==> src/rtl/bpcd_pkg.sv <==
// Types, codes and helpers shared by the beacon pulse-code decoder.
`timescale 1ns / 1ps

package bpcd_pkg;

  localparam int TIME_BITS_DEF = 16;
  localparam int FIELD_W       = 16;
  localparam int CFG_IDX_W     = 3;
  localparam int CFG_DATA_W    = 16;
  localparam int PHASE_W       = 3;
  localparam int ID_W          = 2;

  typedef enum logic [CFG_IDX_W-1:0] {
    CFG_AVG_PERIOD   = 3'd0,
    CFG_TOLERANCE    = 3'd1,
    CFG_MIN_HIGH     = 3'd2,
    CFG_MIN_LOW_GAP  = 3'd3,
    CFG_RESYNC_GAP   = 3'd4,
    CFG_INVERT_LEVEL = 3'd5
  } cfg_idx_t;

  typedef enum logic [7:0] {
    PH_WAIT  = 8'b0000_0001,
    PH_START = 8'b0000_0010,
    PH_ID0   = 8'b0000_0100,
    PH_GAP   = 8'b0000_1000,
    PH_ID1   = 8'b0001_0000,
    PH_ID2   = 8'b0010_0000,
    PH_ID3   = 8'b0100_0000,
    PH_FAIL  = 8'b1000_0000
  } phase_t;

  localparam logic [PHASE_W-1:0] PCODE_WAIT  = 3'd0;
  localparam logic [PHASE_W-1:0] PCODE_START = 3'd1;
  localparam logic [PHASE_W-1:0] PCODE_ID0   = 3'd2;
  localparam logic [PHASE_W-1:0] PCODE_GAP   = 3'd3;
  localparam logic [PHASE_W-1:0] PCODE_ID1   = 3'd4;
  localparam logic [PHASE_W-1:0] PCODE_ID2   = 3'd5;
  localparam logic [PHASE_W-1:0] PCODE_ID3   = 3'd6;
  localparam logic [PHASE_W-1:0] PCODE_FAIL  = 3'd7;

  localparam logic [ID_W-1:0] BEACON_0 = 2'd0;
  localparam logic [ID_W-1:0] BEACON_1 = 2'd1;
  localparam logic [ID_W-1:0] BEACON_2 = 2'd2;
  localparam logic [ID_W-1:0] BEACON_3 = 2'd3;

  typedef struct packed {
    logic [FIELD_W-1:0] edge_time;
    logic               pin_level;
    logic [FIELD_W-1:0] rotation_stamp;
    logic [FIELD_W-1:0] rotation_prev_stamp;
  } in_word_t;

  typedef struct packed {
    logic               beacon_found;
    logic [ID_W-1:0]    beacon_id;
    logic [FIELD_W-1:0] beacon_start_time;
    logic [FIELD_W-1:0] rotation_at_beacon;
    logic [FIELD_W-1:0] rotation_prev_at_beacon;
    logic [FIELD_W-1:0] frame_rotation;
    logic [FIELD_W-1:0] old_frame_rotation;
    logic [PHASE_W-1:0] phase_out;
  } out_word_t;

  function automatic logic [PHASE_W-1:0] phase_code(input phase_t ph);
    logic [PHASE_W-1:0] c;
    unique case (ph)
      PH_WAIT:  c = PCODE_WAIT;
      PH_START: c = PCODE_START;
      PH_ID0:   c = PCODE_ID0;
      PH_GAP:   c = PCODE_GAP;
      PH_ID1:   c = PCODE_ID1;
      PH_ID2:   c = PCODE_ID2;
      PH_ID3:   c = PCODE_ID3;
      PH_FAIL:  c = PCODE_FAIL;
      default:  c = PCODE_FAIL;
    endcase
    return c;
  endfunction

endpackage

==> src/rtl/beacon_pulse_code_decoder.sv <==
// Beacon pulse-code decoder: edge interval classifier and frame latch, top level.
// An accepted word is held in the input register; its result word is then held in the result register.
// Throughput: one edge word per cycle unless out_ready stalls the result register; the phase update
// is a single registered pass between the input register and the result register.
// Reset (rst_n low, synchronous): phase to wait, all held times and stamps and
// every configuration register to zero, both word registers empty.
`timescale 1ns / 1ps

module beacon_pulse_code_decoder
  import bpcd_pkg::*;
#(
  parameter int TIME_BITS = TIME_BITS_DEF
) (
  input  logic                  clk,
  input  logic                  rst_n,
  input  logic                  in_valid,
  output logic                  in_ready,
  input  in_word_t              in_data,
  output logic                  out_valid,
  input  logic                  out_ready,
  output out_word_t             out_data,
  input  logic                  cfg_valid,
  output logic                  cfg_ready,
  input  logic [CFG_IDX_W-1:0]  cfg_index,
  input  logic [CFG_DATA_W-1:0] cfg_data
);

  localparam int TB    = TIME_BITS;
  localparam int CMP_W = (TB > 18) ? TB : 18;
  localparam int EXT_W = 32;

  // configuration
  logic [CFG_DATA_W-1:0] avg_r, tol_r, min_high_r, min_low_gap_r, resync_r;
  logic                  invert_r;

  assign cfg_ready = 1'b1;

  always_ff @(posedge clk) begin
    if (!rst_n) begin
      avg_r         <= '0;
      tol_r         <= '0;
      min_high_r    <= '0;
      min_low_gap_r <= '0;
      resync_r      <= '0;
      invert_r      <= 1'b0;
    end else if (cfg_valid && cfg_ready) begin
      case (cfg_index)
        CFG_AVG_PERIOD:   avg_r         <= cfg_data;
        CFG_TOLERANCE:    tol_r         <= cfg_data;
        CFG_MIN_HIGH:     min_high_r    <= cfg_data;
        CFG_MIN_LOW_GAP:  min_low_gap_r <= cfg_data;
        CFG_RESYNC_GAP:   resync_r      <= cfg_data;
        CFG_INVERT_LEVEL: invert_r      <= cfg_data[0];
        default: ;
      endcase
    end
  end

  // input register
  in_word_t s1_r;
  logic     s1_valid_r;
  logic     advance;

  assign advance  = s1_valid_r && (!out_valid || out_ready);
  assign in_ready = !s1_valid_r || advance;

  always_ff @(posedge clk) begin
    if (!rst_n) begin
      s1_valid_r <= 1'b0;
    end else if (in_ready) begin
      s1_valid_r <= in_valid;
    end
  end

  always_ff @(posedge clk) begin
    if (in_valid && in_ready) begin
      s1_r <= in_data;
    end
  end

  // decoder state
  phase_t          phase_r, phase_nxt;
  logic [TB-1:0]   prev_r, frame_start_r, last_start_r, held_rot_r, held_rotp_r;
  logic [TB-1:0]   frame_rot_r, old_frame_rot_r;
  logic [TB-1:0]   frame_start_nxt, last_start_nxt, held_rot_nxt, held_rotp_nxt;
  logic [TB-1:0]   frame_rot_nxt, old_frame_rot_nxt;
  logic [ID_W-1:0] found_id_r, found_id_nxt;
  logic            found;

  logic [EXT_W-1:0] now_ext, rot_ext, rotp_ext;
  logic [TB-1:0]    now, rot, rotp, tps;
  logic             high;
  logic [CMP_W-1:0] tps_c, w1, w2, w3, min_high_c, min_low_c, resync_c;
  logic             open_frame, complete;
  logic [ID_W-1:0]  code_id;

  assign now_ext  = EXT_W'(s1_r.edge_time);
  assign rot_ext  = EXT_W'(s1_r.rotation_stamp);
  assign rotp_ext = EXT_W'(s1_r.rotation_prev_stamp);
  assign now      = now_ext[TB-1:0];
  assign rot      = rot_ext[TB-1:0];
  assign rotp     = rotp_ext[TB-1:0];
  assign high     = s1_r.pin_level ^ invert_r;
  assign tps      = now - prev_r;

  assign tps_c      = CMP_W'(tps);
  assign w1         = CMP_W'(avg_r) + CMP_W'(tol_r);
  assign w2         = w1 + CMP_W'(avg_r);
  assign w3         = w2 + CMP_W'(avg_r);
  assign min_high_c = CMP_W'(min_high_r);
  assign min_low_c  = CMP_W'(min_low_gap_r);
  assign resync_c   = CMP_W'(resync_r);

  always_comb begin
    phase_nxt  = PH_FAIL;
    open_frame = 1'b0;
    complete   = 1'b0;
    code_id    = BEACON_0;
    unique case (phase_r)
      PH_WAIT: begin
        if (high) open_frame = 1'b1;
      end
      PH_START: begin
        if (high || tps_c > w3) phase_nxt = PH_FAIL;
        else if (tps_c > w2)    phase_nxt = PH_ID3;
        else if (tps_c > w1)    phase_nxt = PH_ID2;
        else if (tps_c > min_high_c) phase_nxt = PH_ID0;
      end
      PH_ID0: begin
        if (!high) begin
          phase_nxt = PH_FAIL;
        end else if (tps_c > w2) begin
          complete = 1'b1;
          code_id  = BEACON_0;
        end else if (tps_c > min_low_c && tps_c < w1) begin
          phase_nxt = PH_GAP;
        end
      end
      PH_GAP: begin
        if (!high && tps_c > min_high_c && tps_c < w1) phase_nxt = PH_ID1;
      end
      PH_ID1: begin
        if (high && tps_c > min_high_c) begin
          complete = 1'b1;
          code_id  = BEACON_1;
        end
      end
      PH_ID2: begin
        if (high && tps_c > w1) begin
          complete = 1'b1;
          code_id  = BEACON_2;
        end
      end
      PH_ID3: begin
        if (high && tps_c > min_high_c) begin
          complete = 1'b1;
          code_id  = BEACON_3;
        end
      end
      PH_FAIL: begin
        if (high && tps_c > resync_c) open_frame = 1'b1;
      end
      default: phase_nxt = PH_FAIL;
    endcase
  end

  assign found = complete;

  always_comb begin
    found_id_nxt      = found_id_r;
    last_start_nxt    = last_start_r;
    held_rot_nxt      = held_rot_r;
    held_rotp_nxt     = held_rotp_r;
    frame_start_nxt   = frame_start_r;
    frame_rot_nxt     = frame_rot_r;
    old_frame_rot_nxt = old_frame_rot_r;
    if (complete) begin
      found_id_nxt   = code_id;
      last_start_nxt = frame_start_r;
      held_rot_nxt   = rot;
      held_rotp_nxt  = rotp;
    end
    if (complete || open_frame) begin
      frame_start_nxt   = now;
      old_frame_rot_nxt = frame_rot_r;
      frame_rot_nxt     = rot;
    end
  end

  phase_t phase_sel;
  assign phase_sel = (complete || open_frame) ? PH_START : phase_nxt;

  always_ff @(posedge clk) begin
    if (!rst_n) begin
      phase_r         <= PH_WAIT;
      prev_r          <= '0;
      frame_start_r   <= '0;
      last_start_r    <= '0;
      held_rot_r      <= '0;
      held_rotp_r     <= '0;
      frame_rot_r     <= '0;
      old_frame_rot_r <= '0;
      found_id_r      <= '0;
    end else if (advance) begin
      phase_r         <= phase_sel;
      prev_r          <= now;
      frame_start_r   <= frame_start_nxt;
      last_start_r    <= last_start_nxt;
      held_rot_r      <= held_rot_nxt;
      held_rotp_r     <= held_rotp_nxt;
      frame_rot_r     <= frame_rot_nxt;
      old_frame_rot_r <= old_frame_rot_nxt;
      found_id_r      <= found_id_nxt;
    end
  end

  // result register
  out_word_t out_nxt;
  out_word_t out_r;
  logic      out_valid_r;
  logic [EXT_W-1:0] last_start_ext, held_rot_ext, held_rotp_ext;
  logic [EXT_W-1:0] frame_rot_ext, old_frame_rot_ext;

  assign last_start_ext    = EXT_W'(last_start_nxt);
  assign held_rot_ext      = EXT_W'(held_rot_nxt);
  assign held_rotp_ext     = EXT_W'(held_rotp_nxt);
  assign frame_rot_ext     = EXT_W'(frame_rot_nxt);
  assign old_frame_rot_ext = EXT_W'(old_frame_rot_nxt);

  always_comb begin
    out_nxt.beacon_found            = found;
    out_nxt.beacon_id               = found_id_nxt;
    out_nxt.beacon_start_time       = last_start_ext[FIELD_W-1:0];
    out_nxt.rotation_at_beacon      = held_rot_ext[FIELD_W-1:0];
    out_nxt.rotation_prev_at_beacon = held_rotp_ext[FIELD_W-1:0];
    out_nxt.frame_rotation          = frame_rot_ext[FIELD_W-1:0];
    out_nxt.old_frame_rotation      = old_frame_rot_ext[FIELD_W-1:0];
    out_nxt.phase_out               = phase_code(phase_sel);
  end

  always_ff @(posedge clk) begin
    if (!rst_n) begin
      out_valid_r <= 1'b0;
    end else if (advance) begin
      out_valid_r <= 1'b1;
    end else if (out_ready) begin
      out_valid_r <= 1'b0;
    end
  end

  always_ff @(posedge clk) begin
    if (advance) begin
      out_r <= out_nxt;
    end
  end

  assign out_valid = out_valid_r;
  assign out_data  = out_r;

  // checks
  a_found_opens_frame: assert property (@(posedge clk) disable iff (!rst_n)
    out_valid && out_data.beacon_found |-> out_data.phase_out == PCODE_START)
    else $error("beacon reported without a new frame opening");

  a_found_latches_start: assert property (@(posedge clk) disable iff (!rst_n)
    advance && complete |=> last_start_r == $past(frame_start_r))
    else $error("frame start not carried into beacon start");

  a_stage_held: assert property (@(posedge clk) disable iff (!rst_n)
    s1_valid_r && !advance |=> s1_valid_r && $stable(s1_r))
    else $error("stalled input word lost");

  a_state_only_on_advance: assert property (@(posedge clk) disable iff (!rst_n)
    !advance |=> $stable(phase_r) && $stable(prev_r))
    else $error("decoder state moved without a word");

  a_empty_after_reset: assert property (@(posedge clk)
    !rst_n |=> !out_valid && !s1_valid_r)
    else $error("word registers not emptied by reset");

endmodule

==> config.mk <==
export PLATFORM = sky130hd
export DESIGN_NAME = beacon_pulse_code_decoder
export DESIGN_NICKNAME = d
export VERILOG_FILES = /design/src/rtl/bpcd_pkg.sv /design/src/rtl/beacon_pulse_code_decoder.sv
export SDC_FILE = /design/constraint.sdc
export NUM_CORES = 1
export LEC_CHECK = 0
export BUFFER_PORTS_ARGS = -buffer_cell sky130_fd_sc_hd__buf_2
export CAP_MARGIN = 20
export CORE_MARGIN = 2
export CORE_UTILIZATION = 51
export CTS_CLUSTER_DIAMETER = 150
export CTS_CLUSTER_SIZE = 40
export DETAILED_ROUTE_END_ITERATION = 16
export GPL_ROUTABILITY_DRIVEN = 0
export GPL_TIMING_DRIVEN = 0
export HOLD_SLACK_MARGIN = 0.03
export PLACE_DENSITY = 0.78
export SLEW_MARGIN = 5
export SYNTH_ARGS = -nofsm -noshare
export SYNTH_HDL_FRONTEND = slang
export SYNTH_SLANG_ARGS = --single-unit
==> constraint.sdc <==
create_clock -name clk -period 8.05 [get_ports clk]
set_clock_uncertainty 0.05 [all_clocks]
set_input_delay 0.805 -clock clk [delete_from_list [all_inputs] [get_ports clk]]
set_output_delay 0.805 -clock clk [all_outputs]
set_load 0.05 [all_outputs]
==> results.toml, run 1 <==
[run_status]
outcome = "finished, final reports clean"

[pwr]
power_leakage_nw = 8.917
combPwrFrac = 0.228
powerDensity_nw_per_um2 = 177.7
swShare = 0.2997
p_int_mw = 2.489
p_total_mw = 3.553
p_clk_frac = 0.232
ir_drop_v = 0.0002057
seqPwrFrac = 0.539
p_sw_mw = 1.065

[finish]
finalInstanceArea_um2 = 20000
final_net_count = 2218
synthToLayoutAreaGrowth_pct = 10.10
layout-drive-gt1-share = 0.1476
postLayoutCoreUtil = 0.5663
antenna_cells = 0
final_cells = 2446

[placement]
io_buffers = 158
pre_cts_ws_ps = 365.9
postPlaceCellArea_um2 = 19600
hpwl_mm = 34.42
dp_cells = 2423

[floorplanning]
die_h_um = 192.7
dieArea_um2 = 37140
core-area_um2 = 35310
fp-row-count = 69
die_w_um = 192.7
start_util = 0.5144
ios = 162

[synth]
synth_ff_type = "dfxtp_1"
syn-mean-instance-area_um2 = 10.10
ys_seq_area_frac = 0.4492
synth-async-reset-ratio = 0
synth-adder-area-share = 0.1160
syn_inst = 1799
muxShareOfSynthArea = 0.08611
synth-xor-area-share = 0.02845
synth_edf_count = 135
synth_fp_nets = 2038
yosysTopAreaCell = "dfxtp_1"
yosys.area_share.simple = 0.1310
synth_top_cell_area_share = 0.2260
synth_area_leaders = "dfxtp_1, edfxtp_1, ha_1"
synth_top_family_by_area = "compound AO/OA/AOI/OAI gates"
synth_compound_area_frac = 0.1452
syn_area_um2 = 18160
synth-seq-cells = 340
synth_warnings = 0
yosysMostFrequentCell = "nand2_1"
synth_cell_types = 72
synthTopCellsByCount = "nand2_1, dfxtp_1, a21oi_1"

[route]
drc = 0
wirelength_mm = 44.93
first_iter_violations = 1048
wl_per_cell_um = 18.37
viasPerCell = 5.661
ant_nets = 0
vias = 13846
dr.pass1.iters = 6

[clock_tree]
clkLatencyLatePin_ps = 520
clk_pin_slew_ps = 140
ctsHoldBuffers = 0
htreeDepth = 1
cts_buffers = 12
cts.sinks = 340
clock_path_buffers = 3
cts_tree = "built"
cts_root_buf = "clkbuf_16"

[sta]
setup_viol = 0
whs_ps = 400.6
fin_crit_sh = 0.9397
rsz0062_at_grt = "no"
hold_viol = 0
timing.fmax_ghz = 0.1322
slew_viol_final = 0
postLayoutSetupSlackWorst_ps = 485.2
tns_ps = 0
min_period_ps = 7565
relSlewSlack = 0.2087
worst_slew_pin_slew_ps = 1179

[setup_path]
cp.required_ps = 8280
crit_top_cell = "ha_1"
cp_slowest_stage_delay_ps = 850
cp.arrival_ps = 7790
startpoint_type = "flop"
critPathTopFamily = "compound AO/OA/AOI/OAI gates"
path_class = "flop to flop"
end_kind = "flop"
path_buf_inv = 3
path_max_fanout = 10
slowest_stage = "nor3_1"

[run]
maxCapViolations = 0

[min_path]
hold_class = "input port to flop"

[global_route]
grt_start_max_net_pins = 54
met3_usage = 0.03310
grt_pass1_wl_mm = 68.30
grtUsageTotal = 0.2340
top_usage_layer = "met2"
grt-ovfl-total = 0
grt_use_met2 = 0.3937
met1_usage = 0.3109
antenna_found_initial = 0
first_global_vias = 13094
==> layout by cell type (no fill, tap or decap), drive strengths merged, types with 8 or more instances in the layout <==
cell type,instances
o31ai,8
xnor2,38
clkbuf,76
xor2,21
nor3,12
a211oi,13
o211a,49
nand2,245
nand2b,61
a21oi,169
o21a,15
o21ai,38
nor2b,19
mux2,80
nor2,91
edfxtp,135
nand4,21
nor4,8
inv,123
o21bai,9
mux2i,49
dfxtp,205
buf,181
ha,162
a21o,33
nand3,19
==> path summary, 6_finish.rpt <==
check | from | to | slack (ps) | depth (start not counted)
worst min register to register | prev_r[4]$_SDFFE_PN0P_ | prev_r[4]$_SDFFE_PN0P_ | 420 | 2
worst max-delay path | avg_r[0]$_SDFFE_PN0P_ | out_data[12]$_DFFE_PP_ | 490 | 25
worst max register to register | avg_r[0]$_SDFFE_PN0P_ | out_data[12]$_DFFE_PP_ | 490 | 25
worst min-delay path | in_data[8] | rotp[8]$_DFFE_PP_ | 400 | 1
==> final cells by class <==
cell class                 count  area (um2)
clock buffer                  18       344.1
sequential                   340        8158
tap                          461       576.8
timing repair buffer         166       878.3
multi-input combinational   1262        9215
inverter                     123       461.7
fill                        2963       15310
clock inverter                 2       25.02
buffer                        74       337.8
==> flip-flops by register name (all words and copies together), names as in the netlist, 2 cells and up <==
signal / cells
out_data: 86
avg_r: 16
frame_rot_r: 16
frame_start_r: 16
held_rot_r: 16
held_rotp_r: 16
last_start_r: 16
min_high_r: 16
min_low_gap_r: 16
now: 16
old_frame_rot_r: 16
prev_r: 16
resync_r: 16
rot: 16
rotp: 16
tol_r: 16
phase_r: 8
found_id_r: 2
==> power by group through the flow <==
stage                     registers (mW)  logic [mW]  clock network (mW)
after floorplan                     2.02       0.485                   0
after global placement              1.96       0.753                   0
after detailed placement            1.95       0.793                   0
after CTS                           1.92       0.798               0.843
after global routing                1.92       0.889               0.895
final                               1.92       0.811               0.826
==> metal layers <==
layer	up-vias	wire length, um
li1	6722	-
met1	6531	19320
met2	513	20780
met3	80	3491
met4	0	1333
met5	-	0
==> worst register-to-register path: cells and delay by family (launching register included) <==
family,cells,cell delay (ps)
compound gates,9,2170
simple gates,6,1700
buf+inv,3,690
xor+xnor,2,520
fa+ha+maj,4,1340
mux,1,400
flops,1,450
==> timing repair <==
action,in CTS,in global routing
endpoints found under the setup margin,0,4
gates resized for setup,0,1
buffers inserted,0,1
==> kinds of logic (layout without fill, tap and decap cells) <==
kind of cell / Yosys count / count (layout)
and+or+nand+nor: 515 / 515
muxes: 129 / 129
adders and majority gates: 166 / 166
xor gates and xnor gates: 59 / 59
buffers and inverters: 197 / 383
AOI/OAI and AO/OA: 392 / 392
DFF: 340 / 340
other: 1 / 1
(Power assumes the default switching activity.)
==> inputs of run 2 (changes only) <==
- RECOVER_POWER: not set -> 100
==> run 2 against run 1 <==
  * The run now ends with capacitance limit, slew limit left
  * Sequential share of layout area rose by 0.81 points
  * Wire length rose by 0.27%
  * Clock-buffer cell count did not move
  * Die area did not move
  * Critical endpoint unchanged
  * Largest cell class unchanged
==> results.toml, run 2 (synthesized netlist as in run 1, its figures left out) <==
[route]
dr.pass1.iters = 5
wl_per_cell_um = 18.42
wirelength_mm = 45.05
drc = 0
viasPerCell = 5.627
vias = 13764
first_iter_violations = 959
ant_nets = 0

[global_route]
grtUsageTotal = 0.2340
grt_start_max_net_pins = 54
first_global_vias = 13094
antenna_found_initial = 0
grt-ovfl-total = 0
grt_pass1_wl_mm = 68.30

[floorplanning]
dieArea_um2 = 37140
ios = 162
die_w_um = 192.7
core-area_um2 = 35310
fp-row-count = 69
die_h_um = 192.7
start_util = 0.5144

[clock_tree]
ctsHoldBuffers = 0
clkLatencyLatePin_ps = 530
cts.sinks = 340
cts_buffers = 12
cts_root_buf = "clkbuf_16"
clock_path_buffers = 3
cts_tree = "built"
htreeDepth = 1
clk_pin_slew_ps = 150

[setup_path]
startpoint_type = "flop"
cp.required_ps = 8270
r2r-end = "out_data[12]$_DFFE_PP_"
cp.arrival_ps = 8030
end_kind = "flop"
reg2reg_slack_ps = 240
path_class = "flop to flop"
regToRegStartpoint = "avg_r[0]$_SDFFE_PN0P_"
reg2regPathDepth = 25
path_max_fanout = 10

[finish]
largest_reg_flops = 86
antenna_cells = 0
final_cell_mix = "nand2_1, dfxtp_1, a21oi_1, clkbuf_1, ha_1"
synthToLayoutAreaGrowth_pct = 7.950
layout-drive-gt1-share = 0.07003
final_common_cell = "nand2_1"
final_net_count = 2218

[sta]
rsz0062_at_grt = "no"
tns_ps = 0
hold_viol = 0
slew_viol_final = 150
setup_viol = 0
timing.fmax_ghz = 0.1280
relSlewSlack = -0.9719
fin_crit_sh = 0.9702
min_period_ps = 7810
worst_slew_pin_slew_ps = 2958

[min_path]
hold_end = "rot[15]$_DFFE_PP_"
hp-start = "in_data[31]"
hold_class = "input port to flop"
holdPathStages = 1

[pwr]
power_leakage_nw = 8.451
powerDensity_nw_per_um2 = 180.3
ir_drop_v = 0.0002028
p_total_mw = 3.534

[run]
maxCapViolations = 4

[run_status]
violations = "capacitance limit, slew limit"
outcome = "complete, but fails checks"

[placement]
io_buffers = 158
hpwl_mm = 34.42
run 2: worst max path at each step:
| stage | start | to | slack, ps |
|---|---|---|---|
| 2_1_floorplan | avg_r[1]$_SDFFE_PN0P_ | out_data[1]$_DFFE_PP_ | 1780 |
| 3_3_place_gp | avg_r[0]$_SDFFE_PN0P_ | phase_r[7]$_SDFFE_PN0P_ | 450 |
| 3_5_place_dp | avg_r[0]$_SDFFE_PN0P_ | out_data[1]$_DFFE_PP_ | 370 |
| 4_1_cts | avg_r[0]$_SDFFE_PN0P_ | out_data[1]$_DFFE_PP_ | 330 |
| 5_1_grt | avg_r[0]$_SDFFE_PN0P_ | out_data[13]$_DFFE_PP_ | 10 |
| 6_report | avg_r[0]$_SDFFE_PN0P_ | out_data[12]$_DFFE_PP_ | 240 |
run 2: power breakdown:
group	leakage [nW]	internal [mW]	switching (mW)
Combinational	5.31	0.283	0.506
Sequential	2.96	1.87	0.0434
Clock	0.178	0.311	0.516
run 2: layer usage:
layer	GRT usage	share of wire	up-vias
met4	0.07311	0.030	0
li1	-	-	6731
met5	0	0	-
met2	0.3937	0.46	498
met3	0.03310	0.076	76
met1	0.3109	0.44	6459
run 2: layout make-up:
type	count	area (um2)
Clock buffer	18	344.1
Tap cell	461	576.8
Timing Repair Buffer	166	723.2
Clock inverter	2	25.02
Fill cell	3079	15700
Sequential cell	340	8158
Multi-Input combinational cell	1262	9015
Inverter	123	461.7
Buffer	74	302.8
run 2: critical path: stages, from the launching register on:
cell       delay [ps]
dfxtp_1           450
ha_1              300
inv_1             130
fa_1              420
nor2b_1           190
o31a_1            200
o22ai_1           150
o21ai_0           310
xor2_1            330
ha_1              310
a21o_1            180
a211o_1           330
a2111oi_2         350
a21oi_1           190
a31oi_1           490
xnor2_1           230
inv_1             110
ha_1              310
nand4_1           120
nor4_1            360
a31oi_1           150
nand2_1           110
nor3_1             90
nor3_1            850
buf_2             440
mux2_2            400
run 2: what timing repair did:
item	CTS	global route
buffers inserted	0	1
endpoints found under the setup margin	0	4
gates resized for setup	0	1
run 2: metrics by stage:
step / instances / utilization / hold slack [ps] / instance area (um2) / worst slack, ps
5_1_grt: 2446 / 0.5553 / 377.2 / 19610 / 12.13
3_5_place_dp: 2423 / 0.5549 / 397.3 / 19600 / 365.9
3_3_place_gp: 2418 / 0.5531 / 392.7 / 19530 / 446.0
2_1_floorplan: 1799 / - / 386.3 / 18160 / 1785
6_report: 2446 / 0.5553 / 397.4 / 19610 / 239.6
4_1_cts: 2443 / 0.5654 / 387.6 / 19960 / 331.0
==> inputs of run 3 (changes only) <==
- CAP_MARGIN: 20 -> not set
- CORE_UTILIZATION: 51 -> 30
- PLACE_DENSITY: 0.78 -> 0.54
==> run 3 against run 2 <==
  * The flow still finishes with violations (capacitance limit, slew limit)
  * Clock-buffer cell count is the same
  * Die area grew 68%
  * Non-clock buffer count shrank 6
  * Maximum frequency grew 4.9%
  * Via count shrank 1.4%
  * Hold slack lost 16 ps
  * Wire length grew 10%
  * Critical path type unchanged
==> results.toml, run 3 (synthesized netlist as in run 1, its figures left out) <==
[sta]
min_period_ps = 7448
whs_ps = 381.5
postLayoutSetupSlackWorst_ps = 602.4
setup_viol = 0
fin_crit_sh = 0.9252
timing.fmax_ghz = 0.1343
relSlewSlack = -1.562
slew_viol_final = 148
hold_viol = 0
rsz0062_at_grt = "no"
tns_ps = 0
worst_slew_pin_slew_ps = 3840

[clock_tree]
cts_tree = "built"
htreeDepth = 1
cts_buffers = 12
clkLatencyLatePin_ps = 540
cts_root_buf = "clkbuf_16"
clk_pin_slew_ps = 150
clock_path_buffers = 3
ctsHoldBuffers = 0
cts.sinks = 340

[run]
maxCapViolations = 3

[pwr]
combPwrFrac = 0.224
p_sw_mw = 1.094
p_clk_frac = 0.237
p_int_mw = 2.465
p_total_mw = 3.559
seqPwrFrac = 0.539
powerDensity_nw_per_um2 = 177.9
swShare = 0.3074
power_leakage_nw = 8.408
ir_drop_v = 0.0001260

[route]
viasPerCell = 4.914
drc = 0
first_iter_violations = 711
dr.pass1.iters = 5
ant_nets = 0
wirelength_mm = 49.57
wl_per_cell_um = 17.95
vias = 13573

[floorplanning]
ios = 162
fp-row-count = 90
dieArea_um2 = 62530
die_w_um = 250.1
core-area_um2 = 60130
start_util = 0.3020
die_h_um = 250.1

[finish]
largest_reg_flops = 86
final_cell_mix = "nand2_1, dfxtp_1, clkbuf_1, a21oi_1, ha_1"
finalInstanceArea_um2 = 20000
synthToLayoutAreaGrowth_pct = 10.13
layout-drive-gt1-share = 0.06822
final_net_count = 2212
final_cells = 2762
postLayoutCoreUtil = 0.3326
final_common_cell = "nand2_1"

[setup_path]
cp.required_ps = 8280
startpoint_type = "flop"
cp_slowest_stage_delay_ps = 550
end_kind = "flop"
slowest_stage = "or4_1"
path_class = "flop to flop"
path_max_fanout = 6
cp.arrival_ps = 7680

[placement]
io_buffers = 158
hpwl_mm = 38.61
pre_cts_ws_ps = 357.0
dp_cells = 2740
postPlaceCellArea_um2 = 19970

[global_route]
grt-ovfl-total = 0
grt_pass1_wl_mm = 76.36
first_global_vias = 13498
grt_start_max_net_pins = 62
grtUsageTotal = 0.1545
antenna_found_initial = 2

[min_path]
hold_class = "input port to flop"

[run_status]
outcome = "complete, but fails checks"
violations = "capacitance limit, slew limit"
## run 3: routing by layer
metal | share of wire | wire [um] | GRT usage | up-vias
met1 | 0.47 | 23220 | 0.2042 | 6494
met5 | 0.00026 | 13 | 0 | -
met4 | 0.025 | 1223 | 0.03969 | 2
met2 | 0.47 | 23250 | 0.2683 | 313
li1 | - | - | - | 6700
met3 | 0.038 | 1862 | 0.01725 | 64
## run 3: cell type report
cell class	count	area [um2]
Antenna cell	1	2.502
Buffer	74	296.5
Clock buffer	18	344.1
Clock inverter	2	23.77
Fill cell	6191	40130
Inverter	123	461.7
Multi-Input combinational cell	1262	9065
Sequential cell	340	8158
Tap cell	782	978.4
Timing Repair Buffer	160	671.9
## run 3: worst paths after layout
kind	from	endpoint	slack [ps]	depth (start not counted)
setup reg to reg	avg_r[1]$_SDFFE_PN0P_	out_data[0]$_DFFE_PP_	600	32
hold / removal	in_data[44]	now[11]$_DFFE_PP_	380	1
hold reg to reg	resync_r[4]$_SDFFE_PN0P_	resync_r[4]$_SDFFE_PN0P_	410	2
setup / recovery	avg_r[1]$_SDFFE_PN0P_	out_data[0]$_DFFE_PP_	600	32
## run 3: power groups by stage
stage / Combinational, mW / Sequential [mW] / Clock (mW)
global placement: 0.785 / 1.96 / 0
finish: 0.797 / 1.92 / 0.842
detailed placement: 0.813 / 1.96 / 0
floorplan: 0.485 / 2.02 / 0
global route: 0.879 / 1.93 / 0.938
CTS: 0.817 / 1.92 / 0.887
## run 3: worst max-delay path: cells and delay by family (launching register included)
kind,cells,cell delay [ps]
flops,1,490
xor+xnor,3,490
fa+ha+maj,4,1200
compound gates,18,3610
simple gates,7,1320
## run 3: what timing repair did
item                                    CTS  global route
buffers inserted                          0             1
endpoints found under the setup margin    0             5
resized for setup                         0             4
